File: src/rtl/core/unix_millis_to_civil_date_macros.svh
// assertion macros shared by the timestamp converter rtl
`ifndef UNIX_MILLIS_TO_CIVIL_DATE_MACROS_SVH
`define UNIX_MILLIS_TO_CIVIL_DATE_MACROS_SVH

`ifndef SYNTHESIS
`define UMCD_ASSERT(lbl, prop, msg) \
    lbl: assert property (@(posedge aclk) disable iff (!aresetn) prop) else $error(msg);
`define UMCD_ASSERT_ALWAYS(lbl, prop, msg) \
    lbl: assert property (@(posedge aclk) prop) else $error(msg);
`else
`define UMCD_ASSERT(lbl, prop, msg)
`define UMCD_ASSERT_ALWAYS(lbl, prop, msg)
`endif

`endif

File: src/rtl/core/umcd_pkg.sv
// shared types, constants and tables of the timestamp converter
`timescale 1ns / 1ps

package umcd_pkg;

    localparam int IN_W   = 54;
    localparam int CFG_W  = 12;
    localparam int DAY_W  = 28;
    localparam int MSD_W  = 27;
    localparam int YEAR_W = 20;

    localparam int DIV_STEPS  = 4;
    localparam int DIV_STAGES = DAY_W / DIV_STEPS;

    localparam longint DAYS_PER_ERA  = 146097;
    localparam longint DAYS_PER_CENT = 36524;
    localparam longint CIVIL_SHIFT   = 719468;
    localparam longint ERA_BIAS      = 700;
    localparam longint MS_PER_DAY    = 86400000;
    localparam longint MS_PER_MIN    = 60000;
    localparam longint MS_PER_SEC    = 1000;
    localparam longint SEC_PER_HOUR  = 3600;
    localparam longint SEC_PER_MIN   = 60;
    localparam longint DAYS_PER_YEAR = 365;
    localparam longint BIAS_DAYS     = ERA_BIAS * DAYS_PER_ERA + CIVIL_SHIFT;

    localparam logic signed [IN_W-1:0] MS_LIMIT     = 54'sd8640000000000000;
    localparam logic signed [IN_W-1:0] MS_NEG_LIMIT = -54'sd8640000000000000;
    localparam logic [IN_W-1:0]        BIAS_MS      = 54'(BIAS_DAYS * MS_PER_DAY);
    localparam logic [MSD_W-1:0]       DAY_MS       = 27'(MS_PER_DAY);

    // reciprocals for exact floor division: ceil(2^sh / d) with sh = width + ceil(log2 d)
    localparam int ERA_SH  = 46;
    localparam int SEC_SH  = 37;
    localparam int HOUR_SH = 29;
    localparam int MIN_SH  = 18;
    localparam int QUAD_SH = 29;
    localparam int YEAR_SH = 27;

    localparam logic [28:0] ERA_MUL  =
        29'(((64'd1 << ERA_SH) + 64'(DAYS_PER_ERA) - 64'd1) / 64'(DAYS_PER_ERA));
    localparam logic [27:0] SEC_MUL  =
        28'(((64'd1 << SEC_SH) + 64'(MS_PER_SEC) - 64'd1) / 64'(MS_PER_SEC));
    localparam logic [17:0] HOUR_MUL =
        18'(((64'd1 << HOUR_SH) + 64'(SEC_PER_HOUR) - 64'd1) / 64'(SEC_PER_HOUR));
    localparam logic [12:0] MIN_MUL  =
        13'(((64'd1 << MIN_SH) + 64'(SEC_PER_MIN) - 64'd1) / 64'(SEC_PER_MIN));
    localparam logic [18:0] QUAD_MUL =
        19'(((64'd1 << QUAD_SH) + 64'd1460 - 64'd1) / 64'd1460);
    localparam logic [18:0] YEAR_MUL =
        19'(((64'd1 << YEAR_SH) + 64'(DAYS_PER_YEAR) - 64'd1) / 64'(DAYS_PER_YEAR));

    typedef struct packed {
        logic            oor;
        logic [IN_W-1:0] ms_biased;
    } div_in_t;

    typedef struct packed {
        logic             oor;
        logic [DAY_W-1:0] day_num;
        logic [MSD_W-1:0] ms_of_day;
    } div_out_t;

    typedef struct packed {
        logic signed [YEAR_W-1:0] cal_year;
        logic [3:0]               cal_month;
        logic [4:0]               cal_day;
        logic [4:0]               clock_hour;
        logic [5:0]               clock_minute;
        logic [5:0]               clock_second;
        logic [9:0]               milli_part;
        logic                     out_of_range;
    } result_t;

    // first day of each month in a march-based year
    function automatic logic [8:0] day_base(input logic [3:0] mp);
        logic [8:0] base;
        case (mp)
            4'd0:    base = 9'd0;
            4'd1:    base = 9'd31;
            4'd2:    base = 9'd61;
            4'd3:    base = 9'd92;
            4'd4:    base = 9'd122;
            4'd5:    base = 9'd153;
            4'd6:    base = 9'd184;
            4'd7:    base = 9'd214;
            4'd8:    base = 9'd245;
            4'd9:    base = 9'd275;
            4'd10:   base = 9'd306;
            4'd11:   base = 9'd337;
            default: base = 9'd0;
        endcase
        return base;
    endfunction

endpackage

File: src/rtl/core/umcd_front.sv
// zone offset register, range check and biased millisecond count
`timescale 1ns / 1ps

module umcd_front (
    input  logic                                aclk,
    input  logic                                aresetn,
    input  logic                                cfg_wvalid,
    output logic                                cfg_wready,
    input  logic signed [umcd_pkg::CFG_W-1:0]   cfg_wdata,
    input  logic                                in_valid,
    output logic                                in_ready,
    input  logic signed [umcd_pkg::IN_W-1:0]    in_epoch_ms,
    output logic                                out_valid,
    input  logic                                out_ready,
    output umcd_pkg::div_in_t                   out_word
);

    localparam int IN_W = umcd_pkg::IN_W;

    logic [IN_W-1:0]    zone_term_reg;
    logic [IN_W-1:0]    zone_term_next;
    logic signed [27:0] zone_prod;
    logic               v_reg;
    umcd_pkg::div_in_t  word_reg;
    umcd_pkg::div_in_t  word_next;

    assign cfg_wready = 1'b1;

    // offset in ms plus the bias that keeps the sum non-negative
    assign zone_prod      = 28'(cfg_wdata) * 28'(umcd_pkg::MS_PER_MIN);
    assign zone_term_next = umcd_pkg::BIAS_MS + IN_W'(zone_prod);

    always_ff @(posedge aclk) begin
        if (!aresetn) begin
            zone_term_reg <= umcd_pkg::BIAS_MS;
        end else if (cfg_wvalid && cfg_wready) begin
            zone_term_reg <= zone_term_next;
        end
    end

    always_comb begin
        word_next.oor       = (in_epoch_ms > umcd_pkg::MS_LIMIT) ||
                              (in_epoch_ms < umcd_pkg::MS_NEG_LIMIT);
        word_next.ms_biased = IN_W'(55'(in_epoch_ms) + 55'(zone_term_reg));
    end

    assign in_ready = !v_reg || out_ready;

    always_ff @(posedge aclk) begin
        if (!aresetn) begin
            v_reg <= 1'b0;
        end else if (in_ready) begin
            v_reg <= in_valid;
        end
    end

    always_ff @(posedge aclk) begin
        if (in_ready) begin
            word_reg <= word_next;
        end
    end

    assign out_valid = v_reg;
    assign out_word  = word_reg;

endmodule

File: src/rtl/core/umcd_daydiv.sv
// pipelined restoring division of the biased count by the day length
`timescale 1ns / 1ps

`include "unix_millis_to_civil_date_macros.svh"

module umcd_daydiv (
    input  logic               aclk,
    input  logic               aresetn,
    input  logic               in_valid,
    output logic               in_ready,
    input  umcd_pkg::div_in_t  in_word,
    output logic               out_valid,
    input  logic               out_ready,
    output umcd_pkg::div_out_t out_word
);

    localparam int IN_W   = umcd_pkg::IN_W;
    localparam int DAY_W  = umcd_pkg::DAY_W;
    localparam int MSD_W  = umcd_pkg::MSD_W;
    localparam int STEPS  = umcd_pkg::DIV_STEPS;
    localparam int STAGES = umcd_pkg::DIV_STAGES;
    localparam logic [MSD_W-1:0] DAY_MS = umcd_pkg::DAY_MS;

    logic [STAGES-1:0] v_reg;
    logic [STAGES-1:0] v_next;
    logic [STAGES-1:0] en;
    logic [STAGES-1:0] oor_reg;
    logic [STAGES-1:0] oor_next;
    logic [MSD_W-1:0]  rem_reg  [STAGES];
    logic [MSD_W-1:0]  rem_next [STAGES];
    logic [DAY_W-1:0]  low_reg  [STAGES];
    logic [DAY_W-1:0]  low_next [STAGES];

    // a stage loads when empty or when the stage after it moves
    always_comb begin
        en[STAGES-1] = !v_reg[STAGES-1] || out_ready;
        for (int k = STAGES - 2; k >= 0; k--) begin
            en[k] = !v_reg[k] || en[k+1];
        end
    end

    assign in_ready = en[0];
    assign v_next   = {v_reg[STAGES-2:0], in_valid};
    assign oor_next = {oor_reg[STAGES-2:0], in_word.oor};

    // low word shifts out dividend bits and takes in quotient bits
    always_comb begin
        logic [MSD_W:0]   trial;
        logic [MSD_W-1:0] r;
        logic [DAY_W-1:0] l;
        trial = '0;
        for (int k = 0; k < STAGES; k++) begin
            if (k == 0) begin
                r = MSD_W'(in_word.ms_biased[IN_W-1:DAY_W]);
                l = in_word.ms_biased[DAY_W-1:0];
            end else begin
                r = rem_reg[k-1];
                l = low_reg[k-1];
            end
            for (int i = 0; i < STEPS; i++) begin
                trial = {r, l[DAY_W-1]};
                l     = {l[DAY_W-2:0], 1'b0};
                if (trial >= {1'b0, DAY_MS}) begin
                    trial = trial - {1'b0, DAY_MS};
                    l[0]  = 1'b1;
                end
                r = trial[MSD_W-1:0];
            end
            rem_next[k] = r;
            low_next[k] = l;
        end
    end

    always_ff @(posedge aclk) begin
        if (!aresetn) begin
            v_reg <= '0;
        end else begin
            for (int k = 0; k < STAGES; k++) begin
                if (en[k]) begin
                    v_reg[k] <= v_next[k];
                end
            end
        end
    end

    always_ff @(posedge aclk) begin
        for (int k = 0; k < STAGES; k++) begin
            if (en[k]) begin
                rem_reg[k] <= rem_next[k];
                low_reg[k] <= low_next[k];
                oor_reg[k] <= oor_next[k];
            end
        end
    end

    assign out_valid = v_reg[STAGES-1];

    always_comb begin
        out_word.oor       = oor_reg[STAGES-1];
        out_word.day_num   = low_reg[STAGES-1];
        out_word.ms_of_day = rem_reg[STAGES-1];
    end

    `UMCD_ASSERT(a_rem_below_day, out_valid |-> out_word.ms_of_day < DAY_MS, "day remainder too large")

endmodule

File: src/rtl/core/umcd_civil.sv
// calendar and clock pipeline from day number and ms of day
`timescale 1ns / 1ps

`include "unix_millis_to_civil_date_macros.svh"

module umcd_civil (
    input  logic               aclk,
    input  logic               aresetn,
    input  logic               in_valid,
    output logic               in_ready,
    input  umcd_pkg::div_out_t in_word,
    output logic               out_valid,
    input  logic               out_ready,
    output umcd_pkg::result_t  out_word
);

    localparam int DAY_W  = umcd_pkg::DAY_W;
    localparam int MSD_W  = umcd_pkg::MSD_W;
    localparam int YEAR_W = umcd_pkg::YEAR_W;

    localparam int ST_SPLIT = 0;
    localparam int ST_DOE   = 1;
    localparam int ST_CENT  = 2;
    localparam int ST_SUM   = 3;
    localparam int ST_YOE   = 4;
    localparam int ST_DOY   = 5;
    localparam int ST_MP    = 6;
    localparam int ST_DATE  = 7;
    localparam int STAGES   = 8;

    localparam logic [17:0] DOE_END = 18'(umcd_pkg::DAYS_PER_ERA);

    typedef struct packed {
        logic                     oor;
        logic [DAY_W-1:0]         q;
        logic [MSD_W-1:0]         msd;
        logic [10:0]              era;
        logic signed [YEAR_W-1:0] era_years;
        logic [17:0]              doe;
        logic [6:0]               a;
        logic [2:0]               b;
        logic                     c;
        logic [17:0]              t;
        logic [8:0]               yoe;
        logic [8:0]               doy;
        logic [3:0]               mp;
        logic [16:0]              sod;
        logic [9:0]               millis;
        logic [4:0]               hour;
        logic [11:0]              trem;
        logic [5:0]               minute;
        logic [5:0]               second;
        logic signed [YEAR_W-1:0] year;
        logic [3:0]               month;
        logic [4:0]               day;
    } civ_t;

    logic [STAGES-1:0] v_reg;
    logic [STAGES-1:0] v_next;
    logic [STAGES-1:0] en;
    civ_t              st_reg  [STAGES];
    civ_t              st_next [STAGES];

    always_comb begin
        en[STAGES-1] = !v_reg[STAGES-1] || out_ready;
        for (int k = STAGES - 2; k >= 0; k--) begin
            en[k] = !v_reg[k] || en[k+1];
        end
    end

    assign in_ready = en[0];
    assign v_next   = {v_reg[STAGES-2:0], in_valid};

    always_comb begin
        civ_t                     c;
        logic [56:0]              era_prod;
        logic [54:0]              sec_prod;
        logic [34:0]              hour_prod;
        logic [36:0]              quad_prod;
        logic [24:0]              min_prod;
        logic [36:0]              year_prod;
        logic signed [YEAR_W-1:0] era_off;
        logic [1:0]               cent;
        logic [17:0]              yday;
        logic [3:0]               mp_v;
        logic [2:0]               b_v;
        era_prod  = '0;
        sec_prod  = '0;
        hour_prod = '0;
        quad_prod = '0;
        min_prod  = '0;
        year_prod = '0;
        era_off   = '0;
        cent      = '0;
        yday      = '0;
        mp_v      = '0;
        b_v       = '0;
        for (int k = 0; k < STAGES; k++) begin
            if (k == 0) begin
                c     = '0;
                c.oor = in_word.oor;
                c.q   = in_word.day_num;
                c.msd = in_word.ms_of_day;
            end else begin
                c = st_reg[k-1];
            end
            case (k)
                ST_SPLIT: begin
                    era_prod = 57'(c.q) * 57'(umcd_pkg::ERA_MUL);
                    c.era    = era_prod[umcd_pkg::ERA_SH +: 11];
                    sec_prod = 55'(c.msd) * 55'(umcd_pkg::SEC_MUL);
                    c.sod    = sec_prod[umcd_pkg::SEC_SH +: 17];
                end
                ST_DOE: begin
                    c.doe     = 18'(c.q - 28'(c.era) * 28'(umcd_pkg::DAYS_PER_ERA));
                    c.millis  = 10'(c.msd - 27'(c.sod) * 27'(umcd_pkg::MS_PER_SEC));
                    hour_prod = 35'(c.sod) * 35'(umcd_pkg::HOUR_MUL);
                    c.hour    = hour_prod[umcd_pkg::HOUR_SH +: 5];
                end
                ST_CENT: begin
                    quad_prod = 37'(c.doe) * 37'(umcd_pkg::QUAD_MUL);
                    c.a       = quad_prod[umcd_pkg::QUAD_SH +: 7];
                    b_v       = '0;
                    for (int i = 1; i <= 4; i++) begin
                        b_v = b_v + 3'(c.doe >= 18'(i * umcd_pkg::DAYS_PER_CENT));
                    end
                    c.b       = b_v;
                    c.c       = (c.doe == 18'(umcd_pkg::DAYS_PER_ERA - 1));
                    c.trem    = 12'(c.sod - 17'(c.hour) * 17'(umcd_pkg::SEC_PER_HOUR));
                    era_off   = $signed(YEAR_W'(c.era)) - $signed(YEAR_W'(umcd_pkg::ERA_BIAS));
                    c.era_years = era_off * $signed(YEAR_W'(400));
                end
                ST_SUM: begin
                    c.t      = 18'(19'(c.doe) - 19'(c.a) + 19'(c.b) - 19'(c.c));
                    min_prod = 25'(c.trem) * 25'(umcd_pkg::MIN_MUL);
                    c.minute = min_prod[umcd_pkg::MIN_SH +: 6];
                end
                ST_YOE: begin
                    year_prod = 37'(c.t) * 37'(umcd_pkg::YEAR_MUL);
                    c.yoe     = year_prod[umcd_pkg::YEAR_SH +: 9];
                    c.second  = 6'(c.trem - 12'(c.minute) * 12'(umcd_pkg::SEC_PER_MIN));
                end
                ST_DOY: begin
                    cent  = 2'(c.yoe >= 9'd100) + 2'(c.yoe >= 9'd200) + 2'(c.yoe >= 9'd300);
                    yday  = 18'(c.yoe) * 18'(umcd_pkg::DAYS_PER_YEAR) + 18'(c.yoe >> 2)
                            - 18'(cent);
                    c.doy = 9'(c.doe - yday);
                end
                ST_MP: begin
                    mp_v = '0;
                    for (int i = 1; i < 12; i++) begin
                        if (c.doy >= umcd_pkg::day_base(4'(i))) begin
                            mp_v = 4'(i);
                        end
                    end
                    c.mp = mp_v;
                end
                ST_DATE: begin
                    c.day   = 5'(c.doy - umcd_pkg::day_base(c.mp) + 9'd1);
                    c.month = (c.mp < 4'd10) ? c.mp + 4'd3 : c.mp - 4'd9;
                    c.year  = $signed(YEAR_W'(c.yoe)) + c.era_years
                              + $signed(YEAR_W'(c.mp >= 4'd10));
                end
                default: begin
                end
            endcase
            st_next[k] = c;
        end
    end

    always_ff @(posedge aclk) begin
        if (!aresetn) begin
            v_reg <= '0;
        end else begin
            for (int k = 0; k < STAGES; k++) begin
                if (en[k]) begin
                    v_reg[k] <= v_next[k];
                end
            end
        end
    end

    always_ff @(posedge aclk) begin
        for (int k = 0; k < STAGES; k++) begin
            if (en[k]) begin
                st_reg[k] <= st_next[k];
            end
        end
    end

    assign out_valid = v_reg[STAGES-1];

    always_comb begin
        out_word.cal_year     = st_reg[STAGES-1].year;
        out_word.cal_month    = st_reg[STAGES-1].month;
        out_word.cal_day      = st_reg[STAGES-1].day;
        out_word.clock_hour   = st_reg[STAGES-1].hour;
        out_word.clock_minute = st_reg[STAGES-1].minute;
        out_word.clock_second = st_reg[STAGES-1].second;
        out_word.milli_part   = st_reg[STAGES-1].millis;
        out_word.out_of_range = st_reg[STAGES-1].oor;
    end

    `UMCD_ASSERT(a_doe_in_era, v_reg[ST_DOE] |-> st_reg[ST_DOE].doe < DOE_END, "day of era too large")
    `UMCD_ASSERT(a_doy_in_year, v_reg[ST_DOY] |-> st_reg[ST_DOY].doy <= 9'd365, "day of year too large")

endmodule

File: src/rtl/core/unix_millis_to_civil_date.sv
// Converts signed Unix millisecond timestamps into proleptic Gregorian date and time of day
// in a configured zone. One word is accepted every clock cycle when the output side keeps up.
// Each word passes through one input stage, seven stages of the day divider retiring four
// quotient bits each, eight calendar and clock stages and the output register. Every stage
// holds its word independently, so gaps on either side are squeezed out and a stalled output
// keeps taking words until the pipeline is full. The zone offset in minutes is to be written
// over the cfg channel only while no word is in flight; the block does not enforce this. It
// applies to words accepted from the next cycle on. Inputs beyond 8.64e15 ms either way
// return m_out_of_range set with all other fields zero.
`timescale 1ns / 1ps

`include "unix_millis_to_civil_date_macros.svh"

module unix_millis_to_civil_date (
    input  logic                                 aclk,
    input  logic                                 aresetn,
    input  logic                                 cfg_wvalid,
    output logic                                 cfg_wready,
    input  logic signed [umcd_pkg::CFG_W-1:0]    cfg_wdata,
    input  logic                                 s_valid,
    output logic                                 s_ready,
    input  logic signed [umcd_pkg::IN_W-1:0]     s_epoch_ms,
    output logic                                 m_valid,
    input  logic                                 m_ready,
    output logic signed [umcd_pkg::YEAR_W-1:0]   m_cal_year,
    output logic [3:0]                           m_cal_month,
    output logic [4:0]                           m_cal_day,
    output logic [4:0]                           m_clock_hour,
    output logic [5:0]                           m_clock_minute,
    output logic [5:0]                           m_clock_second,
    output logic [9:0]                           m_milli_part,
    output logic                                 m_out_of_range
);

    logic               div_in_valid;
    logic               div_in_ready;
    umcd_pkg::div_in_t  div_in_word;
    logic               civ_in_valid;
    logic               civ_in_ready;
    umcd_pkg::div_out_t civ_in_word;
    logic               civ_valid;
    logic               civ_ready;
    umcd_pkg::result_t  civ_word;
    logic               m_valid_reg;
    umcd_pkg::result_t  res_reg;
    umcd_pkg::result_t  res_next;

    umcd_front u_front (
        .aclk        (aclk),
        .aresetn     (aresetn),
        .cfg_wvalid  (cfg_wvalid),
        .cfg_wready  (cfg_wready),
        .cfg_wdata   (cfg_wdata),
        .in_valid    (s_valid),
        .in_ready    (s_ready),
        .in_epoch_ms (s_epoch_ms),
        .out_valid   (div_in_valid),
        .out_ready   (div_in_ready),
        .out_word    (div_in_word)
    );

    umcd_daydiv u_daydiv (
        .aclk      (aclk),
        .aresetn   (aresetn),
        .in_valid  (div_in_valid),
        .in_ready  (div_in_ready),
        .in_word   (div_in_word),
        .out_valid (civ_in_valid),
        .out_ready (civ_in_ready),
        .out_word  (civ_in_word)
    );

    umcd_civil u_civil (
        .aclk      (aclk),
        .aresetn   (aresetn),
        .in_valid  (civ_in_valid),
        .in_ready  (civ_in_ready),
        .in_word   (civ_in_word),
        .out_valid (civ_valid),
        .out_ready (civ_ready),
        .out_word  (civ_word)
    );

    // out of range words carry only the flag
    always_comb begin
        if (civ_word.out_of_range) begin
            res_next              = '0;
            res_next.out_of_range = 1'b1;
        end else begin
            res_next = civ_word;
        end
    end

    assign civ_ready = !m_valid_reg || m_ready;

    always_ff @(posedge aclk) begin
        if (!aresetn) begin
            m_valid_reg <= 1'b0;
        end else if (civ_ready) begin
            m_valid_reg <= civ_valid;
        end
    end

    always_ff @(posedge aclk) begin
        if (civ_ready) begin
            res_reg <= res_next;
        end
    end

    assign m_valid        = m_valid_reg;
    assign m_cal_year     = res_reg.cal_year;
    assign m_cal_month    = res_reg.cal_month;
    assign m_cal_day      = res_reg.cal_day;
    assign m_clock_hour   = res_reg.clock_hour;
    assign m_clock_minute = res_reg.clock_minute;
    assign m_clock_second = res_reg.clock_second;
    assign m_milli_part   = res_reg.milli_part;
    assign m_out_of_range = res_reg.out_of_range;

    `UMCD_ASSERT(a_date_fields, m_valid && !m_out_of_range |-> (m_cal_month >= 4'd1) && (m_cal_month <= 4'd12) && (m_cal_day >= 5'd1) && (m_cal_day <= 5'd31), "date field out of range")
    `UMCD_ASSERT(a_time_fields, m_valid && !m_out_of_range |-> (m_clock_hour < 5'd24) && (m_clock_minute < 6'd60) && (m_clock_second < 6'd60) && (m_milli_part < 10'd1000), "time field out of range")
    `UMCD_ASSERT_ALWAYS(a_empty_after_reset, !aresetn |=> !m_valid, "result valid right after reset")

endmodule

File: config.mk
export PLATFORM = sky130hd
export DESIGN_NAME = unix_millis_to_civil_date
export DESIGN_NICKNAME = d
export VERILOG_FILES = /design/src/rtl/core/umcd_pkg.sv /design/src/rtl/core/umcd_front.sv /design/src/rtl/core/umcd_daydiv.sv /design/src/rtl/core/umcd_civil.sv /design/src/rtl/core/unix_millis_to_civil_date.sv
export VERILOG_INCLUDE_DIRS = /design/src /design/src/rtl/core
export SDC_FILE = /design/constraint.sdc
export NUM_CORES = 2
export LEC_CHECK = 0
export CORE_ASPECT_RATIO = 1.1
export CORE_UTILIZATION = 45
export CTS_CLUSTER_DIAMETER = 150
export DETAILED_ROUTE_END_ITERATION = 8
export DONT_BUFFER_PORTS = 1
export PLACE_DENSITY = 0.72
export SLEW_MARGIN = 40
export SYNTH_ARGS = -nofsm -noshare
export SYNTH_HDL_FRONTEND = slang
export SYNTH_SLANG_ARGS = --single-unit
export TNS_END_PERCENT = 20
File: constraint.sdc
create_clock -name aclk -period 10.8 [get_ports aclk]
set_input_delay 1.08 -clock aclk [delete_from_list [all_inputs] [get_ports aclk]]
set_output_delay 1.08 -clock aclk [all_outputs]
set_load 0.05 [all_outputs]
# --- Word-level counts from Yosys, hierarchy flattened ---
# Memory sizes are Yosys's and may differ from the RTL's.
# Index checks and enable logic that the tools add are counted.
word_totals:
  ram_bits: 2313
  mem_count: 4
  inputBits: 71
  elab_cells: 289
  rom_bits: 144
  regBits: 190
mem_list:
  columns: ["name", "depth", "word_bits", "rd", "rd_ports_with_merged_regs", "write_ports", "line_no", "source"]
  rows:
  - ["u_civil.st_reg", 8, 241, 8, 0, 8, "umcd_civil.sv:61", "civ_t st_reg [STAGES];"]
  - ["u_daydiv.low_reg", 7, 28, 7, 0, 7, "umcd_daydiv.sv:31", "logic [DAY_W-1:0] low_reg [STAGES];"]
  - ["u_daydiv.rem_reg", 7, 27, 7, 0, 7, "umcd_daydiv.sv:29", "logic [MSD_W-1:0] rem_reg [STAGES];"]
  - ["(no name shown)", 16, 9, 1, 0, 0, "umcd_pkg.sv:78", "case (mp)"]
op_classes:
  n_reduce_logical: 35
  n_eq_ne: 1
  mul: 13
  magnitude_cmp: 50
  n_mux: 99
  n_addsub: 52
ops:
  columns: ["op", "n"]
  rows:
  - ["$ge 28x27->1 const B", 27]
  - ["$mux 27", 28]
  - ["$sub 27x27->27 const B", 28]
  - ["$mul 18x16->33 const B", 2]
  - ["$mux 1", 60]
  - ["$mul 28x29->57 const B", 1]
  - ["$add 53x54->54 const A", 1]
  - ["$add 54x54->54", 1]
  - ["$gt 54x54->1 const B", 1]
  - ["$lt 54x54->1 const B", 1]
  - ["$mul 27x27->53 const B", 1]
  - ["$mul 12x12->23 const B", 2]
  - ["$ge 9x8->1 const B", 5]
  - ["$ge 18x17->1 const B", 2]
  - ["$ge 9x9->1 const B", 4]
  - ["$mul 17x18->34 const B", 1]
  - ["$ge 27x27->1 const B", 1]
  - ["$ge 9x7->1 const B", 3]
  - ["$add 10x20->20", 1]
  - ["$add 20x2->20", 1]
  - ["$mul 20x6->16 const B", 1]
  - ["$mux 4", 5]
  - ["$add 18x3->18", 1]
  - ["$eq 18x18->1 const B", 1]
  - ["32 further kinds", 71]

# --- Depth between registers and ports, before layout ---
depth:
  word_depth: 19
  ltp_mapped: 36

# --- Modules after synthesis ---
# From an unflattened synthesis, not the netlist that was laid out.
hier_totals:
  hier_cells: 10334
  area_unflattened_um2: 108243.8
by_module_without_submodules:
  columns: ["module", "cells_each", "area_per_inst_um2", "instances", "seq_area_each_um2"]
  rows:
  - ["umcd_civil", 5480, 63711.1, 1, 15204.6]
  - ["umcd_daydiv", 3819, 33941.3, 1, 11911.4]
  - ["umcd_front", 912, 8353.0, 1, 2172.1]
  - ["unix_millis_to_civil_date", 123, 2238.4, 1, 1731.7]

# --- Worst setup path after synthesis ---
# Ideal clock, no wire load.
synth_timing:
  path_type: "reg2reg"
  startpoint: "memory u_daydiv.rem_reg[1][2]"
  endpoint: "memory u_daydiv.rem_reg[2][16] (data pin)"
  setup_slack_ns: 2.770
  path_stages_with_launch: 34
  t_required_ns: 10.540
  path_buffers: 4
  t_arrival_ns: 7.770
  cell_sequence: "edfxtp_1 -> or4_1 -> nor4_2 -> nand2_1 -> nand2_1 -> xor2_1 -> ha_1 -> a2111oi_0 -> a211oi_1 -> o21a_1 -> o21ai_1 -> a21o_1 -> buf_2 -> buf_1 -> xnor2_1 -> ha_1 -> nand2_1 -> mux2i_1 -> o211a_1 -> o211a_1 -> a21oi_2 -> clkbuf_1 -> xnor2_1 -> ha_1 -> nand2_1 -> a211oi_1 -> a31oi_1 -> a22oi_1 -> o211ai_1 -> a2111oi_0 -> o21ai_1 -> buf_2 -> nor3b_1 -> xnor2_1"
synth_rtl:
  columns: ["element", "line_no"]
  rows:
  - ["start, declared", "umcd_daydiv.sv:29"]

==> impl_metrics.json <==
{
  "firstDrtPassIters": 7,
  "synth_flop_cell": "edfxtp_1",
  "area_delta_synth_final_pct": 7.332,
  "placement_rows": 185,
  "slew_viol_final": 0,
  "cts_buffer_depth": 3,
  "r2r-end": "u_daydiv.rem_reg[2][25]$_DFFE_PP_",
  "place_hpwl_um": 197500,
  "syn_area_um2": 104600,
  "cts_sinks": 1047,
  "r2r_cells": 31,
  "cts_resized": 0,
  "path_max_fanout": 19,
  "core_area_um2": 231000,
  "finalHoldWorstSlack_ps": 370.0,
  "period_needed_ps": 9955,
  "slowest_delay_ps": 650,
  "async_reset_ff_frac": 0,
  "post-cts-setup-buffer-count": 0,
  "dieWidth_um": 461.7,
  "finClkSkew_ps": 65.70,
  "wire_per_inst_um": 18.56,
  "ant_nets": 0,
  "port_buffers": 0,
  "synth_area_leaders": "edfxtp_1, fa_1, ha_1",
  "start_kind": "flop",
  "drtIter0Drc": 4201,
  "rrSetupSlack_ps": 850,
  "num_vias": 70530,
  "rsz0062_at_grt": "no",
  "wirelength_um": 240800,
  "dieHeight_um": 507.7,
  "antenna_found_initial": 1,
  "synth_seq_cells": 1047,
  "grt_pass1_wl_um": 389500,
  "reg2reg_from": "u_daydiv.rem_reg[1][9]$_DFFE_PP_",
  "setup_viol": 0,
  "slew_headroom": 0.4137,
  "syn-num-nets": 12320,
  "yosysTopAreaCellShare": 0.2885,
  "largest_reg_flops": 501,
  "min_from": "aresetn",
  "ys_seq_area_frac": 0.2965,
  "start_util": 0.4529,
  "synth_top_cell_by_area": "edfxtp_1",
  "design.die.area_um2": 234400,
  "fin_cells": 12970,
  "fmax_mhz": 100.5,
  "hold_class": "input pin to flop",
  "drive_gt1_frac": 0.04472,
  "maxCapViolations": 0,
  "cts_made_buffers": 116,
  "syn_area_per_cell_um2": 10.71,
  "synth-edff-count": 1005,
  "fin_crit_sh": 0.9218,
  "required_ps": 11310,
  "first_global_vias": 73830,
  "netlist_top_cells_count": "inv_1, ha_1, edfxtp_1",
  "clk_latency_ps": 770,
  "fin_util": 0.4861,
  "hold_buffers": 0,
  "yosys_warnings": 0,
  "grt_start_max_net_pins": 74,
  "whs_endpoint": "u_front.zone_term_reg[23]$_SDFFE_PN1P_",
  "final_hold_viol_count": 0,
  "worstMarginPinSlew_ps": 879.5,
  "path_clk_slew_ps": 60,
  "worstPathArrival_ps": 10460,
  "syn_inst": 9766,
  "hold_path_depth": 1,
  "n_fill_cell": 20690,
  "ys_types": 113,
  "grtUsageTotal": 0.2074,
  "cp_common_cell": "ha_1",
  "path_class": "flop to flop",
  "status": "finished clean",
  "yosysMostFrequentCell": "inv_1",
  "htree_levels": 3,
  "slowest_stage": "a21o_1",
  "gr-total-overflow": 0,
  "drcViolationCount": 0,
  "nNetsFinal": 12330,
  "cts_root_buf": "clkbuf_16",
  "via_per_inst": 5.438,
  "end_kind": "flop",
  "io_pins": 131,
  "fin_tns_setup_ps": 0,
  "tritoncts": "built",
  "dp.cells": 12750,
  "place.gp.congestion": 0.9510
}
==> critical path: cells and delay by family (launching register included) <==
| kind | cells | cell delay, ps |
|---|---|---|
| multiplexers | 1 | 580 |
| buffers and inverters | 1 | 280 |
| XOR/XNOR | 4 | 940 |
| flip-flops | 1 | 510 |
| adder cells (fa/ha/maj) | 4 | 1180 |
| AND/OR/NAND/NOR | 3 | 560 |
| AO/OA/AOI/OAI | 18 | 5630 |
==> kinds of logic (layout without fill, tap and decap cells) <==
logic type                 Yosys count  count (layout)  synth area share
xor gates and xnor gates           711             711           0.05959
muxes                              107             107           0.01068
other                                1               4        0.00003584
AOI/OAI and AO/OA                 1670            1670            0.1069
and+or+nand+nor                   1816            1816           0.08863
adders and majority gates         2480            2480            0.3676
buffers and inverters             1934            2051           0.07000
DFF                               1047            1047            0.2965
==> stage by stage <==
stage               area (µm²)  worst slack, ps
global placement        108200             1173
global route            112300            2.490
finish                  112300            845.1
detailed placement      108300             1067
floorplan               104600             2770
CTS                     112200             1005
==> per-layer routing <==
layer | vias to the layer above | global-route usage | wire length [µm]
met5 | - | 0 | 0
met4 | 0 | 0.07060 | 8092
met3 | 422 | 0.02532 | 10620
met2 | 1683 | 0.3745 | 123300
met1 | 34820 | 0.2531 | 98810
li1 | 33610 | - | -
==> area by class of cell <==
class | instances | area, µm² | share of cell area
inverters | 1781 | 6693 | 0.05960
clock buffers | 133 | 2977 | 0.02651
well taps | 3085 | 3860 | 0.03437
clock inverters | 86 | 865.8 | 0.007711
multi-input cells | 6785 | 66460 | 0.5919
flip-flops and latches | 1047 | 31020 | 0.2762
repair buffers | 51 | 407.9 | 0.003632
diodes | 3 | 7.507 | 0.00006686
==> worst max-delay path by stage <==
stage | startpoint | endpoint | slack [ps] | depth (start not counted)
CTS | u_daydiv.rem_reg[1][9]$_DFFE_PP_ | u_daydiv.rem_reg[2][18]$_DFFE_PP_ | 1010 | 31
detailed placement | u_daydiv.rem_reg[1][9]$_DFFE_PP_ | u_daydiv.rem_reg[2][18]$_DFFE_PP_ | 1070 | 31
global route | u_daydiv.rem_reg[1][9]$_DFFE_PP_ | u_daydiv.rem_reg[2][23]$_DFFE_PP_ | 2 | 31
floorplan | u_daydiv.rem_reg[1][2]$_DFFE_PP_ | u_daydiv.rem_reg[2][16]$_DFFE_PP_ | 2770 | 33
finish | u_daydiv.rem_reg[1][9]$_DFFE_PP_ | u_daydiv.rem_reg[2][25]$_DFFE_PP_ | 850 | 31
global placement | u_daydiv.rem_reg[1][9]$_DFFE_PP_ | u_daydiv.rem_reg[2][25]$_DFFE_PP_ | 1170 | 31
==> layout by cell type, fill, tap and decap left out, drive strengths merged, types with 129 or more instances in the layout <==
master,Yosys,routed
a21oi,393,393
nand2,436,436
nor3,144,144
a21o,155,155
xnor2,499,499
ha,1490,1490
nor2,409,409
inv,1780,1795
clkbuf,107,134
nand3,129,129
fa,990,990
edfxtp,1005,1005
xor2,212,212
o21ai,332,332
Power is not shown: default switching activity piles up to over one toggle a cycle in this logic, so the estimate is an artifact.
